[config.mk]
export PLATFORM = sky130hd
export DESIGN_NAME = greedy_full_text_justifier
export DESIGN_NICKNAME = d
export VERILOG_FILES = /design/src/gfj_pkg.sv /design/src/gfj_front.sv /design/src/gfj_back.sv /design/src/gfj_outq.sv /design/src/greedy_full_text_justifier.sv
export SDC_FILE = /design/constraint.sdc
export NUM_CORES = 1
export LEC_CHECK = 0
export CORE_MARGIN = 2
export CORE_UTILIZATION = 57
export CTS_CLUSTER_SIZE = 30
export DETAILED_ROUTE_END_ITERATION = 12
export DONT_BUFFER_PORTS = 1
export HOLD_SLACK_MARGIN = 0.12
export PLACE_DENSITY = 0.81
export SLEW_MARGIN = 10
export SYNTH_ARGS = -nofsm -noshare
export SYNTH_HDL_FRONTEND = slang
export SYNTH_SLANG_ARGS = --single-unit
[constraint.sdc]
create_clock -name clk -period 4.4 [get_ports clk]
set_clock_uncertainty 0.05 [all_clocks]
set_input_delay 1.32 -clock clk [delete_from_list [all_inputs] [get_ports clk]]
set_output_delay 1.32 -clock clk [all_outputs]
set_load 0.02 [all_outputs]
[src/gfj_pkg.sv]
// Shared constants and types of the greedy full text justifier.
package gfj_pkg;

  localparam int MAX_WIDTH = 32;
  localparam int MAX_WORDS = 16;
  localparam int WW        = 6;   // width of a character count, 0..32
  localparam int IW        = 5;   // index into a 32-entry line or word buffer
  localparam int CW        = 5;   // word count of a line, 0..16
  localparam logic [7:0]    SPACE_CHAR = 8'd32;
  localparam logic [WW-1:0] MAX_W      = WW'(MAX_WIDTH);
  localparam logic [WW-1:0] RESET_W    = 6'd16;

  // One finished word handed from the front to the back.
  typedef struct packed {
    logic          bank;  // word buffer bank that holds the characters
    logic [WW-1:0] len;   // word length after the cut to the line width
    logic          cut;   // the word was cut
    logic          tend;  // the word is the last one of the text
  } cmd_t;

  // One result character.
  typedef struct packed {
    logic [7:0] ch;
    logic       line_last;
    logic       run_last;
    logic       trunc;
  } out_t;

endpackage

[src/gfj_front.sv]
// Front part: collects word characters into two banks and queues finished words.
module gfj_front (
  input  logic               clk,
  input  logic               rst,
  input  logic [gfj_pkg::WW-1:0] eff_w,
  input  logic               push,
  output logic               full,
  input  logic [7:0]         char_in,
  input  logic               word_end,
  input  logic               text_end,
  output logic               cmd_valid,
  output gfj_pkg::cmd_t      cmd,
  input  logic               cmd_pop,
  input  logic [gfj_pkg::IW:0] rd_addr,
  output logic [7:0]         rd_data
);

  logic [7:0] wmem [0:2*gfj_pkg::MAX_WIDTH-1];
  gfj_pkg::cmd_t q [0:1];
  logic [1:0] count;
  logic wbank;
  logic rbank;
  logic [gfj_pkg::WW-1:0] cwl;
  logic cut;
  logic accept;
  logic keep;
  logic [gfj_pkg::WW-1:0] cwl_new;
  logic cut_new;
  gfj_pkg::cmd_t cmd_new;

  assign full = (count == 2'd2);
  assign accept = push && !full;
  assign cmd_valid = (count != 2'd0);
  assign cmd = q[rbank];

  // Classify the character: keep it, or mark the word as cut.
  always_comb begin
    keep    = (cwl < gfj_pkg::MAX_W);
    cwl_new = keep ? cwl + 6'd1 : cwl;
    cut_new = cut || !keep;
    cmd_new.bank = wbank;
    cmd_new.len  = (cwl_new > eff_w) ? eff_w : cwl_new;
    cmd_new.cut  = cut_new || (cwl_new > eff_w);
    cmd_new.tend = text_end;
  end

  // Word buffer memory with a registered read port for the back part.
  always_ff @(posedge clk) begin
    if (accept && keep) begin
      wmem[{wbank, cwl[gfj_pkg::IW-1:0]}] <= char_in;
    end
    rd_data <= wmem[rd_addr];
  end

  // Word queue entries, one per bank.
  always_ff @(posedge clk) begin
    if (accept && word_end) begin
      q[wbank] <= cmd_new;
    end
  end

  // Word counters and queue pointers.
  always_ff @(posedge clk) begin
    if (rst) begin
      count <= 2'd0;
      wbank <= 1'b0;
      rbank <= 1'b0;
      cwl   <= '0;
      cut   <= 1'b0;
    end else begin
      if (accept) begin
        if (word_end) begin
          cwl   <= '0;
          cut   <= 1'b0;
          wbank <= !wbank;
        end else begin
          cwl <= cwl_new;
          cut <= cut_new;
        end
      end
      if (cmd_pop) begin
        rbank <= !rbank;
      end
      count <= count + {1'b0, accept && word_end} - {1'b0, cmd_pop};
    end
  end

endmodule

[src/gfj_back.sv]
// Back part: fills the line buffer and emits lines, justified but for the last.
module gfj_back (
  input  logic               clk,
  input  logic               rst,
  input  logic [gfj_pkg::WW-1:0] eff_w,
  input  logic               cmd_valid,
  input  gfj_pkg::cmd_t      cmd,
  output logic               cmd_pop,
  output logic [gfj_pkg::IW:0] rd_addr,
  input  logic [7:0]         rd_data,
  output logic               oq_push,
  output gfj_pkg::out_t      oq_item,
  input  logic               oq_full
);

  typedef enum logic [2:0] {S_IDLE, S_DIV, S_EMIT, S_COPY, S_COPY_END} state_t;
  typedef enum logic [1:0] {P_WORD, P_GAP, P_PAD} phase_t;

  state_t state;
  phase_t phase;
  gfj_pkg::cmd_t cur;
  logic [gfj_pkg::WW-1:0] letters;
  logic [gfj_pkg::CW-1:0] wc;
  logic ov;
  logic [gfj_pkg::WW-1:0] wlen [0:gfj_pkg::MAX_WORDS-1];
  logic [7:0] line_mem [0:gfj_pkg::MAX_WIDTH-1];
  logic final_line;
  logic [gfj_pkg::WW-1:0] base;
  logic [3:0] remq;
  logic [2:0] dcnt;
  logic [gfj_pkg::WW-1:0] dq;
  logic [3:0] drem;
  logic [3:0] dvs;
  logic [3:0] k;
  logic [gfj_pkg::WW-1:0] ilen;
  logic [gfj_pkg::WW-1:0] src;
  logic [gfj_pkg::WW-1:0] pos;
  logic [gfj_pkg::WW-1:0] gcnt;
  logic [gfj_pkg::WW-1:0] ci;
  logic cp_valid;
  logic [gfj_pkg::IW-1:0] cp_dst;

  logic [6:0] need;
  logic flush;
  logic [gfj_pkg::WW-1:0] extra;
  logic [4:0] r2;
  logic ge;
  logic [3:0] drem_n;
  logic [gfj_pkg::WW-1:0] dq_n;
  logic emit_fire;
  logic emit_last;
  logic [gfj_pkg::WW-1:0] gap;
  logic more_words;

  // Fit test of the incoming word and the extra space count of a flushed line.
  always_comb begin
    need  = 7'(letters) + 7'(wc) + 7'(cmd.len);
    flush = (wc != '0) && ((need > 7'(eff_w)) || (wc >= 5'(gfj_pkg::MAX_WORDS)));
    extra = (eff_w > letters) ? eff_w - letters : '0;
  end

  // One restoring division step per cycle.
  always_comb begin
    r2     = {drem, dq[gfj_pkg::WW-1]};
    ge     = (r2 >= {1'b0, dvs});
    drem_n = ge ? 4'(r2 - {1'b0, dvs}) : r2[3:0];
    dq_n   = {dq[gfj_pkg::WW-2:0], ge};
  end

  // Character emission.
  always_comb begin
    emit_fire  = (state == S_EMIT) && !oq_full;
    emit_last  = (pos == eff_w - 6'd1);
    more_words = ({1'b0, k} + 5'd1) < wc;
    gap        = base + {5'd0, ({1'b0, k} < {1'b0, remq})};
    oq_push    = emit_fire;
    oq_item.ch        = (phase == P_WORD) ? line_mem[src[gfj_pkg::IW-1:0]] : gfj_pkg::SPACE_CHAR;
    oq_item.line_last = emit_last;
    oq_item.run_last  = emit_last && (final_line || !cur.tend);
    oq_item.trunc     = ov;
    cmd_pop = (emit_fire && emit_last && final_line) ||
              ((state == S_COPY_END) && !cur.tend);
    rd_addr = {cur.bank, ci[gfj_pkg::IW-1:0]};
  end

  // Line buffer writes from the word copy.
  always_ff @(posedge clk) begin
    if (cp_valid) begin
      line_mem[cp_dst] <= rd_data;
    end
    if ((state == S_COPY_END) && (wc < 5'(gfj_pkg::MAX_WORDS))) begin
      wlen[wc[3:0]] <= cur.len;
    end
  end

  // Sequencer.
  always_ff @(posedge clk) begin
    if (rst) begin
      state      <= S_IDLE;
      phase      <= P_WORD;
      letters    <= '0;
      wc         <= '0;
      ov         <= 1'b0;
      cp_valid   <= 1'b0;
      final_line <= 1'b0;
    end else begin
      cp_valid <= (state == S_COPY);
      case (state)
        S_IDLE: begin
          if (cmd_valid) begin
            cur <= cmd;
            ci  <= '0;
            if (flush) begin
              final_line <= 1'b0;
              dq   <= extra;
              drem <= '0;
              dvs  <= 4'(wc - 5'd1);
              dcnt <= '0;
              state <= S_DIV;
            end else begin
              state <= S_COPY;
            end
          end
        end
        S_DIV: begin
          dq   <= dq_n;
          drem <= drem_n;
          dcnt <= dcnt + 3'd1;
          if (dcnt == 3'(gfj_pkg::WW - 1)) begin
            base  <= dq_n;
            remq  <= drem_n;
            k     <= '0;
            ilen  <= wlen[0];
            src   <= '0;
            pos   <= '0;
            phase <= P_WORD;
            state <= S_EMIT;
          end
        end
        S_EMIT: begin
          if (emit_fire) begin
            pos <= pos + 6'd1;
            case (phase)
              P_WORD: begin
                src <= src + 6'd1;
                if (ilen == 6'd1) begin
                  if (more_words) begin
                    if (gap == '0) begin
                      k    <= k + 4'd1;
                      ilen <= wlen[k + 4'd1];
                    end else begin
                      gcnt  <= gap;
                      phase <= P_GAP;
                    end
                  end else begin
                    phase <= P_PAD;
                  end
                end else begin
                  ilen <= ilen - 6'd1;
                end
              end
              P_GAP: begin
                if (gcnt == 6'd1) begin
                  k     <= k + 4'd1;
                  ilen  <= wlen[k + 4'd1];
                  phase <= P_WORD;
                end else begin
                  gcnt <= gcnt - 6'd1;
                end
              end
              default: begin
              end
            endcase
            if (emit_last) begin
              letters <= '0;
              wc      <= '0;
              ov      <= 1'b0;
              ci      <= '0;
              state   <= final_line ? S_IDLE : S_COPY;
            end
          end
        end
        S_COPY: begin
          cp_dst <= letters[gfj_pkg::IW-1:0] + ci[gfj_pkg::IW-1:0];
          ci     <= ci + 6'd1;
          if (ci == cur.len - 6'd1) begin
            state <= S_COPY_END;
          end
        end
        S_COPY_END: begin
          letters <= letters + cur.len;
          wc      <= wc + 5'd1;
          ov      <= ov || cur.cut;
          if (cur.tend) begin
            final_line <= 1'b1;
            base  <= 6'd1;
            remq  <= '0;
            k     <= '0;
            ilen  <= (wc == '0) ? cur.len : wlen[0];
            src   <= '0;
            pos   <= '0;
            phase <= P_WORD;
            state <= S_EMIT;
          end else begin
            state <= S_IDLE;
          end
        end
        default: begin
          state <= S_IDLE;
        end
      endcase
    end
  end

endmodule

[src/gfj_outq.sv]
// Result queue between the back part and the result ports.
module gfj_outq (
  input  logic          clk,
  input  logic          rst,
  input  logic          wr,
  input  gfj_pkg::out_t wr_item,
  output logic          full,
  input  logic          rd,
  output gfj_pkg::out_t rd_item,
  output logic          empty
);

  gfj_pkg::out_t mem [0:3];
  logic [1:0] wptr;
  logic [1:0] rptr;
  logic [2:0] count;
  logic do_wr;
  logic do_rd;

  assign full    = (count == 3'd4);
  assign empty   = (count == 3'd0);
  assign do_wr   = wr && !full;
  assign do_rd   = rd && !empty;
  assign rd_item = mem[rptr];

  // Storage.
  always_ff @(posedge clk) begin
    if (do_wr) begin
      mem[wptr] <= wr_item;
    end
  end

  // Pointers and fill level.
  always_ff @(posedge clk) begin
    if (rst) begin
      wptr  <= '0;
      rptr  <= '0;
      count <= '0;
    end else begin
      if (do_wr) begin
        wptr <= wptr + 2'd1;
      end
      if (do_rd) begin
        rptr <= rptr + 2'd1;
      end
      count <= count + {2'd0, do_wr} - {2'd0, do_rd};
    end
  end

endmodule

[src/greedy_full_text_justifier.sv]
// Greedy full text justifier: one character per transfer in, justified lines out.
// Input takes one character per cycle while full is low; full rises only while two finished words wait.
// The back part copies each word into the line buffer; a flushed line first divides its spare spaces.
// A line then leaves at one character per cycle while the result queue has room, eff_w characters long.
// Reset (synchronous, rst high) clears all control state and sets the width register to 16.
module greedy_full_text_justifier (
  input  logic       clk,
  input  logic       rst,
  input  logic       push,
  output logic       full,
  input  logic [7:0] char_in,
  input  logic       word_end,
  input  logic       text_end,
  input  logic       pop,
  output logic       empty,
  output logic [7:0] char_out,
  output logic       line_last,
  output logic       run_last,
  output logic       truncated,
  input  logic       cfg_valid,
  output logic       cfg_ready,
  input  logic [5:0] line_width
);

  logic [gfj_pkg::WW-1:0] width_reg;
  logic [gfj_pkg::WW-1:0] eff_w;
  logic cmd_valid;
  gfj_pkg::cmd_t cmd;
  logic cmd_pop;
  logic [gfj_pkg::IW:0] rd_addr;
  logic [7:0] rd_data;
  logic oq_push;
  gfj_pkg::out_t oq_item;
  logic oq_full;
  gfj_pkg::out_t rd_item;

  assign cfg_ready = 1'b1;

  // Line width register.
  always_ff @(posedge clk) begin
    if (rst) begin
      width_reg <= gfj_pkg::RESET_W;
    end else if (cfg_valid && cfg_ready) begin
      width_reg <= line_width;
    end
  end

  // Width in effect, held to 1..32.
  always_comb begin
    if (width_reg == '0) begin
      eff_w = 6'd1;
    end else if (width_reg > gfj_pkg::MAX_W) begin
      eff_w = gfj_pkg::MAX_W;
    end else begin
      eff_w = width_reg;
    end
  end

  gfj_front u_front (
    .clk(clk), .rst(rst), .eff_w(eff_w),
    .push(push), .full(full), .char_in(char_in),
    .word_end(word_end), .text_end(text_end),
    .cmd_valid(cmd_valid), .cmd(cmd), .cmd_pop(cmd_pop),
    .rd_addr(rd_addr), .rd_data(rd_data)
  );

  gfj_back u_back (
    .clk(clk), .rst(rst), .eff_w(eff_w),
    .cmd_valid(cmd_valid), .cmd(cmd), .cmd_pop(cmd_pop),
    .rd_addr(rd_addr), .rd_data(rd_data),
    .oq_push(oq_push), .oq_item(oq_item), .oq_full(oq_full)
  );

  gfj_outq u_outq (
    .clk(clk), .rst(rst),
    .wr(oq_push), .wr_item(oq_item), .full(oq_full),
    .rd(pop), .rd_item(rd_item), .empty(empty)
  );

  assign char_out  = rd_item.ch;
  assign line_last = rd_item.line_last;
  assign run_last  = rd_item.run_last;
  assign truncated = rd_item.trunc;

`ifndef NO_ASSERTIONS
  // The back part never writes into a full result queue.
  a_no_overrun: assert property (@(posedge clk) disable iff (rst) !(oq_push && oq_full))
    else $error("result queue overrun");

  // A word is only taken from the front when one is waiting.
  a_pop_valid: assert property (@(posedge clk) disable iff (rst) cmd_pop |-> cmd_valid)
    else $error("word queue underrun");

  // The last result of an item always closes a line.
  a_run_on_line: assert property (@(posedge clk) disable iff (rst)
    (!empty && run_last) |-> line_last)
    else $error("run end inside a line");
`endif

endmodule
[After elaboration in Yosys (flattened, before gate mapping)]
Memory sizes are Yosys's and may differ from the RTL's. A register that Yosys moved wholly into a read port is not among the register bits.
Cells that the tools add are included.
Cells by class
  reduce and logical (&&, ||, !) cells: 56
  $add $sub $neg: 26
  $lt $le $gt $ge: 10
  multiplexer cells: 102
  bitwise gates (word level): 1
  eq/ne operators: 32
Operators with widths (count)
  $mux W6: 30
  $pmux W6 S3: 4
  $pmux W6 S2: 5
  $mux W4: 11
  $add A6 B1 Y6 const B: 4
  $mux W2: 12
  $pmux W4 S2: 3
  $sub A6 B1 Y6 const B: 4
  $mux W3: 7
  $mux W1: 18
  $reduce_and A4 Y1: 4
  $reduce_and A8 Y1: 2
  $mux W5: 3
  $pmux W3 S5: 1
  $reduce_and A5 Y1: 3
  $eq A6 B1 Y1 const B: 2
  $eq A6 B6 Y1: 2
  $gt A6 B6 Y1: 2
  $logic_and A1 B1 Y1: 12
  $logic_not A6 Y1: 2
  $ne A2 B1 Y1 const B: 6
  $ne A2 B2 Y1 const B: 6
  $ne A3 B3 Y1 const B: 4
  $pmux W4 S3: 1
  53 further kinds: 79
Storage, ports and cells
  word-level logic and storage cells: 265
  bits in writable memories: 926
  memories kept: 5
  input port bits: 21
  register bits after elaboration: 118
Memories
  u_front.wmem: depth 64, bits a word 8, read ports 1, clocked after memory_dff 1, wr ports 1, RTL line gfj_front.sv:18  | logic [7:0] wmem [0:2*gfj_pkg::MAX_WIDTH-1];
  u_back.line_mem: depth 32, bits a word 8, read ports 1, clocked after memory_dff 1, wr ports 1, RTL line gfj_back.sv:26  | logic [7:0] line_mem [0:gfj_pkg::MAX_WIDTH-1];
  u_back.wlen: depth 16, bits a word 6, read ports 2, clocked after memory_dff 0, wr ports 1, RTL line gfj_back.sv:25  | logic [gfj_pkg::WW-1:0] wlen [0:gfj_pkg::MAX_WORDS-1];
  u_outq.mem: depth 4, bits a word 11, read ports 1, clocked after memory_dff 1, wr ports 1, RTL line gfj_outq.sv:13  | gfj_pkg::out_t mem [0:3];
  u_front.q: depth 2, bits a word 9, read ports 1, clocked after memory_dff 1, wr ports 1, RTL line gfj_front.sv:19  | gfj_pkg::cmd_t q [0:1];

[Logic depth before layout (Yosys ltp)]
  word-level depth: 10
  mapped depth: 18
  gate-level depth less buffers: 17

[Cells and area by module]
Synthesis repeated with hierarchy kept, for this count alone.
Second synthesis, totals
  cell total of the unflattened synthesis: 2397
  area total of the unflattened synthesis: 43785.7 um2
Modules (own cells, without submodules)
  gfj_front: seq. area each 16315.6 um2, area each 21421.8 um2, cells an instance 1043, instances 1
  gfj_back: seq. area each 13272.7 um2, area each 20035.5 um2, cells an instance 1217, instances 1
  gfj_outq: seq. area each 1501.4 um2, area each 2063.2 um2, cells an instance 108, instances 1
  greedy_full_text_justifier: seq. area each 120.1 um2, area each 265.3 um2, cells an instance 29, instances 1

[Least setup slack after synthesis]
OpenSTA, ideal clock, no wires.
  path kind: reg-to-reg
  start: register (tool-made name)
  end: register u_back.dvs[0] (enable)
  period minus slack after synthesis: 4.245 ns
  arrival time: 3.828 ns
  setup slack: 0.155 ns
  library setup time: 0.367 ns
  required time: 3.983 ns
  stages on the path, launching flop included: 19
  cell sequence: dfxtp_1 clkbuf_1 mux2i_1 fa_1 inv_1 ha_1 inv_1 fa_1 inv_1 a21o_1 a21oi_1 xnor2_1 ha_1 nand3_1 a21oi_1 a2111oi_0 o211a_1 nor3_1 nor3b_1
RTL lines
  to (signal assigned): RTL line gfj_back.sv:117  | dvs <= 4'(wc - 5'd1);
  to (decl): RTL line gfj_back.sv:33  | logic [3:0] dvs;

==> summary.txt <==
Route
  – Vias per std cell: 6.41
  – Routed vias: 22000
  – Number of antenna-violating nets in the routed design: 0
  – Drt total wl: 92900 µm
  – Routed length per instance: 27.1 µm
  – Iteration-0 DRC Markers: 2433
  – Post-route DRC: 0
  – Router iterations before antenna repair: 9

Job
  – Max-cap check violation count: 0

Clocking
  – CTS clk-pin slew, worst paths: 60 ps
  – Clock net sink count: 1059
  – Deepest clock path buffer count: 3
  – Clock latency at the later pin of the worst-skew pair: 680 ps
  – TritonCTS clock tree: built
  – Root cell of the clock tree: sky130_fd_sc_hd__clkbuf_16
  – Clock buffer count from CTS: 103
  – H-tree levels: 3

Place
  – Final weighted congestion in routability-driven placement: 0.890
  – Detailed placement HPWL: 56400 µm
  – Cell count after placement: 3241
  – Count of input and output buffers: 0

Pwr
  – Register share of total power: 48.9%
  – P_int: 19000 µW
  – Total power after layout: 25800 µW
  – Power per Cell Area: 534 nW/µm²
  – Power share of the combinational group: 16.8%
  – Relative contribution of the clock network to total power: 34.3%
  – Proportion of total power due to net switching: 26.3%
  – Switching component of the power: 6800 µW
  – VDD IR-drop max: 0.545 mV
  – Static leakage power: 0.0158 µW

STA
  – Fmax: 240 MHz
  – Fin crit share: 94.6%
  – Clock period minus final worst setup slack: 4160 ps
  – Final-report setup violation count: 0
  – Worst hold margin: 429 ps
  – Final-report max-slew violation count: 0
  – Final hold violations: 0
  – Headroom to the max-slew limit: 18.4%
  – Slew at the pin closest to its max-slew limit: 1220 ps

Synthesis
  – Top cells by area in the synthesized netlist: sky130_fd_sc_hd__edfxtp_1 69%, sky130_fd_sc_hd__mux4_2 14%, sky130_fd_sc_hd__dfxtp_1 2.7%
  – Synth unique cells: 79
  – Number of instances in the synthesized netlist: 2308
  – Share of Yosys cell area claimed by the top area cell type: 68.8%
  – Number of storage elements in the synthesis netlist: 1059
  – Net count after synthesis: 2411
  – Yosys warning count: 0
  – Share of synthesized area occupied by flip-flops and latches: 71.5%
  – Mapped Avg Cell Area: 18.9 µm²
  – Async set or reset register ratio after synthesis: 0%
  – Main synth FF type: sky130_fd_sc_hd__edfxtp_1
  – Number of enable flip-flop cells after synthesis: 1000
  – Cell area after synthesis: 43600 µm²
  – Largest area contributor in the synthesized netlist: sky130_fd_sc_hd__edfxtp_1

Global route
  – Largest net degree at the start of global routing: 87
  – Most used routing layer in global routing: met2
  – Antenna violations before repair: 2
  – Global routing met1 resource utilization: 33.5%
  – Met2 track utilization from global routing: 39.7%
  – M3 GR Usage: 4.21%
  – GRT Total Usage: 24.1%
  – Aggregate global routing overflow: 0
  – Via count of the first global-routing pass: 22600
  – Wire length of the first global-routing pass: 142000 µm

Critical path
  – CP max stage delay: 560 ps
  – Required arrival time at the worst endpoint: 4720 ps
  – Cell type of the slowest stage on the worst timing path: sky130_fd_sc_hd__fa_1
  – Kind of start point of the critical path: register
  – Critical Path AT: 4480 ps
  – Endpoint kind of the worst setup timing path: register
  – Crit Path Category: register to register
  – Cell Chain, Critical Path: buf_4, mux2_2, fa_1, inv_1, fa_1, inv_1, a21o_1, a21oi_1, xnor2_1, ha_1, nand3_1, a21oi_1, a2111oi_0, o211a_1, nor3_2, nor3b_1, buf_4
  – Largest fanout of any net on the critical path: 4

Layout
  – Finished Layout Cells: 3432
  – Fraction of layout cells with a size suffix above 1: 21.8%
  – Synth-to-Final Area Change: 10.9%
  – Count of filler cells inserted in the layout: 4792
  – Ant. Diodes: 0
  – Area occupied by multi-input gates: 11700 µm²
  – Utilization of the core after routing: 63.8%
  – Storage cell area: 31200 µm²
  – Final net count: 2471
  – Max reg flops: 512

Die
  – Area of the core: 75800 µm²
  – Die extent in x: 281 µm
  – Full die area: 78800 µm²
  – Num ports: 35
  – Overall die height: 281 µm
  – Number of placement rows: 101
  – Starting utilization of the core area: 57.5%

Worst hold path
  – Path category of the worst min-delay check: register to register
  – Beginning of the worst hold path: u_front.cut$_SDFFE_PP0P_

Outcome
  – Run status: finished clean
per-layer routing:
layer	vias up	part of all wire [%]	wire length, µm
met5	-	0.029	27
li1	9355	-	-
met3	188	8.1	7570
met4	4	2.7	2490
met1	11400	39	36400
met2	1088	50	46500
cell usage in the layout (no fill, tap or decap), types with 12 or more instances in the layout:
master / Yosys / routed
sky130_fd_sc_hd__edfxtp_1: 1000 / 1000
sky130_fd_sc_hd__mux4_2: 280 / 280
sky130_fd_sc_hd__nor2_1: 215 / 215
sky130_fd_sc_hd__clkbuf_16: 0 / 103
sky130_fd_sc_hd__ha_1: 71 / 71
sky130_fd_sc_hd__inv_1: 68 / 68
sky130_fd_sc_hd__nand2_1: 57 / 57
sky130_fd_sc_hd__buf_4: 4 / 55
sky130_fd_sc_hd__dfxtp_1: 59 / 54
sky130_fd_sc_hd__xnor2_1: 40 / 40
sky130_fd_sc_hd__a21oi_1: 37 / 37
sky130_fd_sc_hd__xor2_1: 28 / 28
sky130_fd_sc_hd__nand3_1: 24 / 24
sky130_fd_sc_hd__clkbuf_1: 56 / 24
sky130_fd_sc_hd__nor2b_1: 23 / 23
sky130_fd_sc_hd__a22oi_1: 23 / 23
sky130_fd_sc_hd__clkinv_2: 0 / 22
sky130_fd_sc_hd__o21ai_0: 21 / 21
sky130_fd_sc_hd__nor3_1: 20 / 19
sky130_fd_sc_hd__mux2i_1: 19 / 18
sky130_fd_sc_hd__clkinv_1: 1 / 17
sky130_fd_sc_hd__and2_1: 15 / 15
sky130_fd_sc_hd__mux2_2: 14 / 14
sky130_fd_sc_hd__nand2b_1: 12 / 12
sky130_fd_sc_hd__nand3b_1: 12 / 12
power by group through the flow:
| stage | logic, µW | registers [µW] | clock network, µW |
|---|---|---|---|
| global route | 4600 | 12700 | 9340 |
| floorplan | 3430 | 12300 | 0 |
| CTS | 4350 | 12700 | 8960 |
| detailed placement | 4270 | 12900 | 0 |
| finish | 4330 | 12600 | 8860 |
| global placement | 4140 | 12800 | 0 |
Yosys cell counts (20+ instances only):
| library cell | n |
|---|---|
| sky130_fd_sc_hd__nor2_1 | 215 |
| sky130_fd_sc_hd__a22oi_1 | 23 |
| sky130_fd_sc_hd__dfxtp_1 | 59 |
| sky130_fd_sc_hd__inv_1 | 68 |
| sky130_fd_sc_hd__nor3_1 | 20 |
| sky130_fd_sc_hd__o21ai_0 | 21 |
| sky130_fd_sc_hd__xor2_1 | 28 |
| sky130_fd_sc_hd__clkbuf_1 | 56 |
| sky130_fd_sc_hd__nand2_1 | 57 |
| sky130_fd_sc_hd__edfxtp_1 | 1000 |
| sky130_fd_sc_hd__nand3_1 | 24 |
| sky130_fd_sc_hd__xnor2_1 | 40 |
| sky130_fd_sc_hd__buf_2 | 27 |
| sky130_fd_sc_hd__mux4_2 | 280 |
| sky130_fd_sc_hd__nor2b_1 | 23 |
| sky130_fd_sc_hd__ha_1 | 71 |
| sky130_fd_sc_hd__a21oi_1 | 37 |
logic make-up (layout without fill, tap and decap cells):
kind of cell    after synthesis  in the layout  synth area share (%)
compound gates              159            159                  2.57
xor+xnor                     68             68                  1.37
fa+ha+maj                    82             82                  2.54
buf+inv                     178            324                  1.71
flops                      1059           1059                  71.5
mux                         321            321                  15.5
other cells                   1              1               0.00859
simple gates                440            440                  4.81
stage by stage:
step | setup TNS [ps] | setup slack [ps] | area, µm²
after floorplan | 0 | 155 | 43600
after global placement | 0 | 186 | 44900
after detailed placement | 0 | 205 | 44900
after CTS | 0 | 151 | 48400
after global routing | -98.2 | -24.6 | 48400
final | 0 | 238 | 48400
repair_timing:
item	4_1_cts	5_1_grt
endpoints found under the setup margin	0	17
gates resized for setup	0	3
buffers inserted	0	0
hold buffers	0	0
worst max-delay path: cells and delay by family (launching register included):
family	cells	cell delay, ps
xor+xnor	1	130
buf+inv	4	460
simple gates	3	590
mux	1	360
compound gates	5	650
flops	1	370
fa+ha+maj	3	1250
final timing paths:
path / endpoint / slack, ps / depth (start not counted)
setup / recovery: u_back.dvs[0]$_DFFE_PP_ / 240 / 17
hold / removal: u_front.cut$_SDFFE_PP0P_ / 430 / 2
setup reg to reg: u_back.dvs[0]$_DFFE_PP_ / 240 / 17
hold reg to reg: u_front.cut$_SDFFE_PP0P_ / 430 / 2
layout make-up:
cell class	count	share of cell area, %
multi-input cells	1071	24.1
repair buffers	63	1.18
clock buffers	132	5.65
inverters	70	0.543
well taps	978	2.53
flip-flops and latches	1059	64.5
clock inverters	59	1.43
Note: power is estimated with default switching activity, not from simulation.
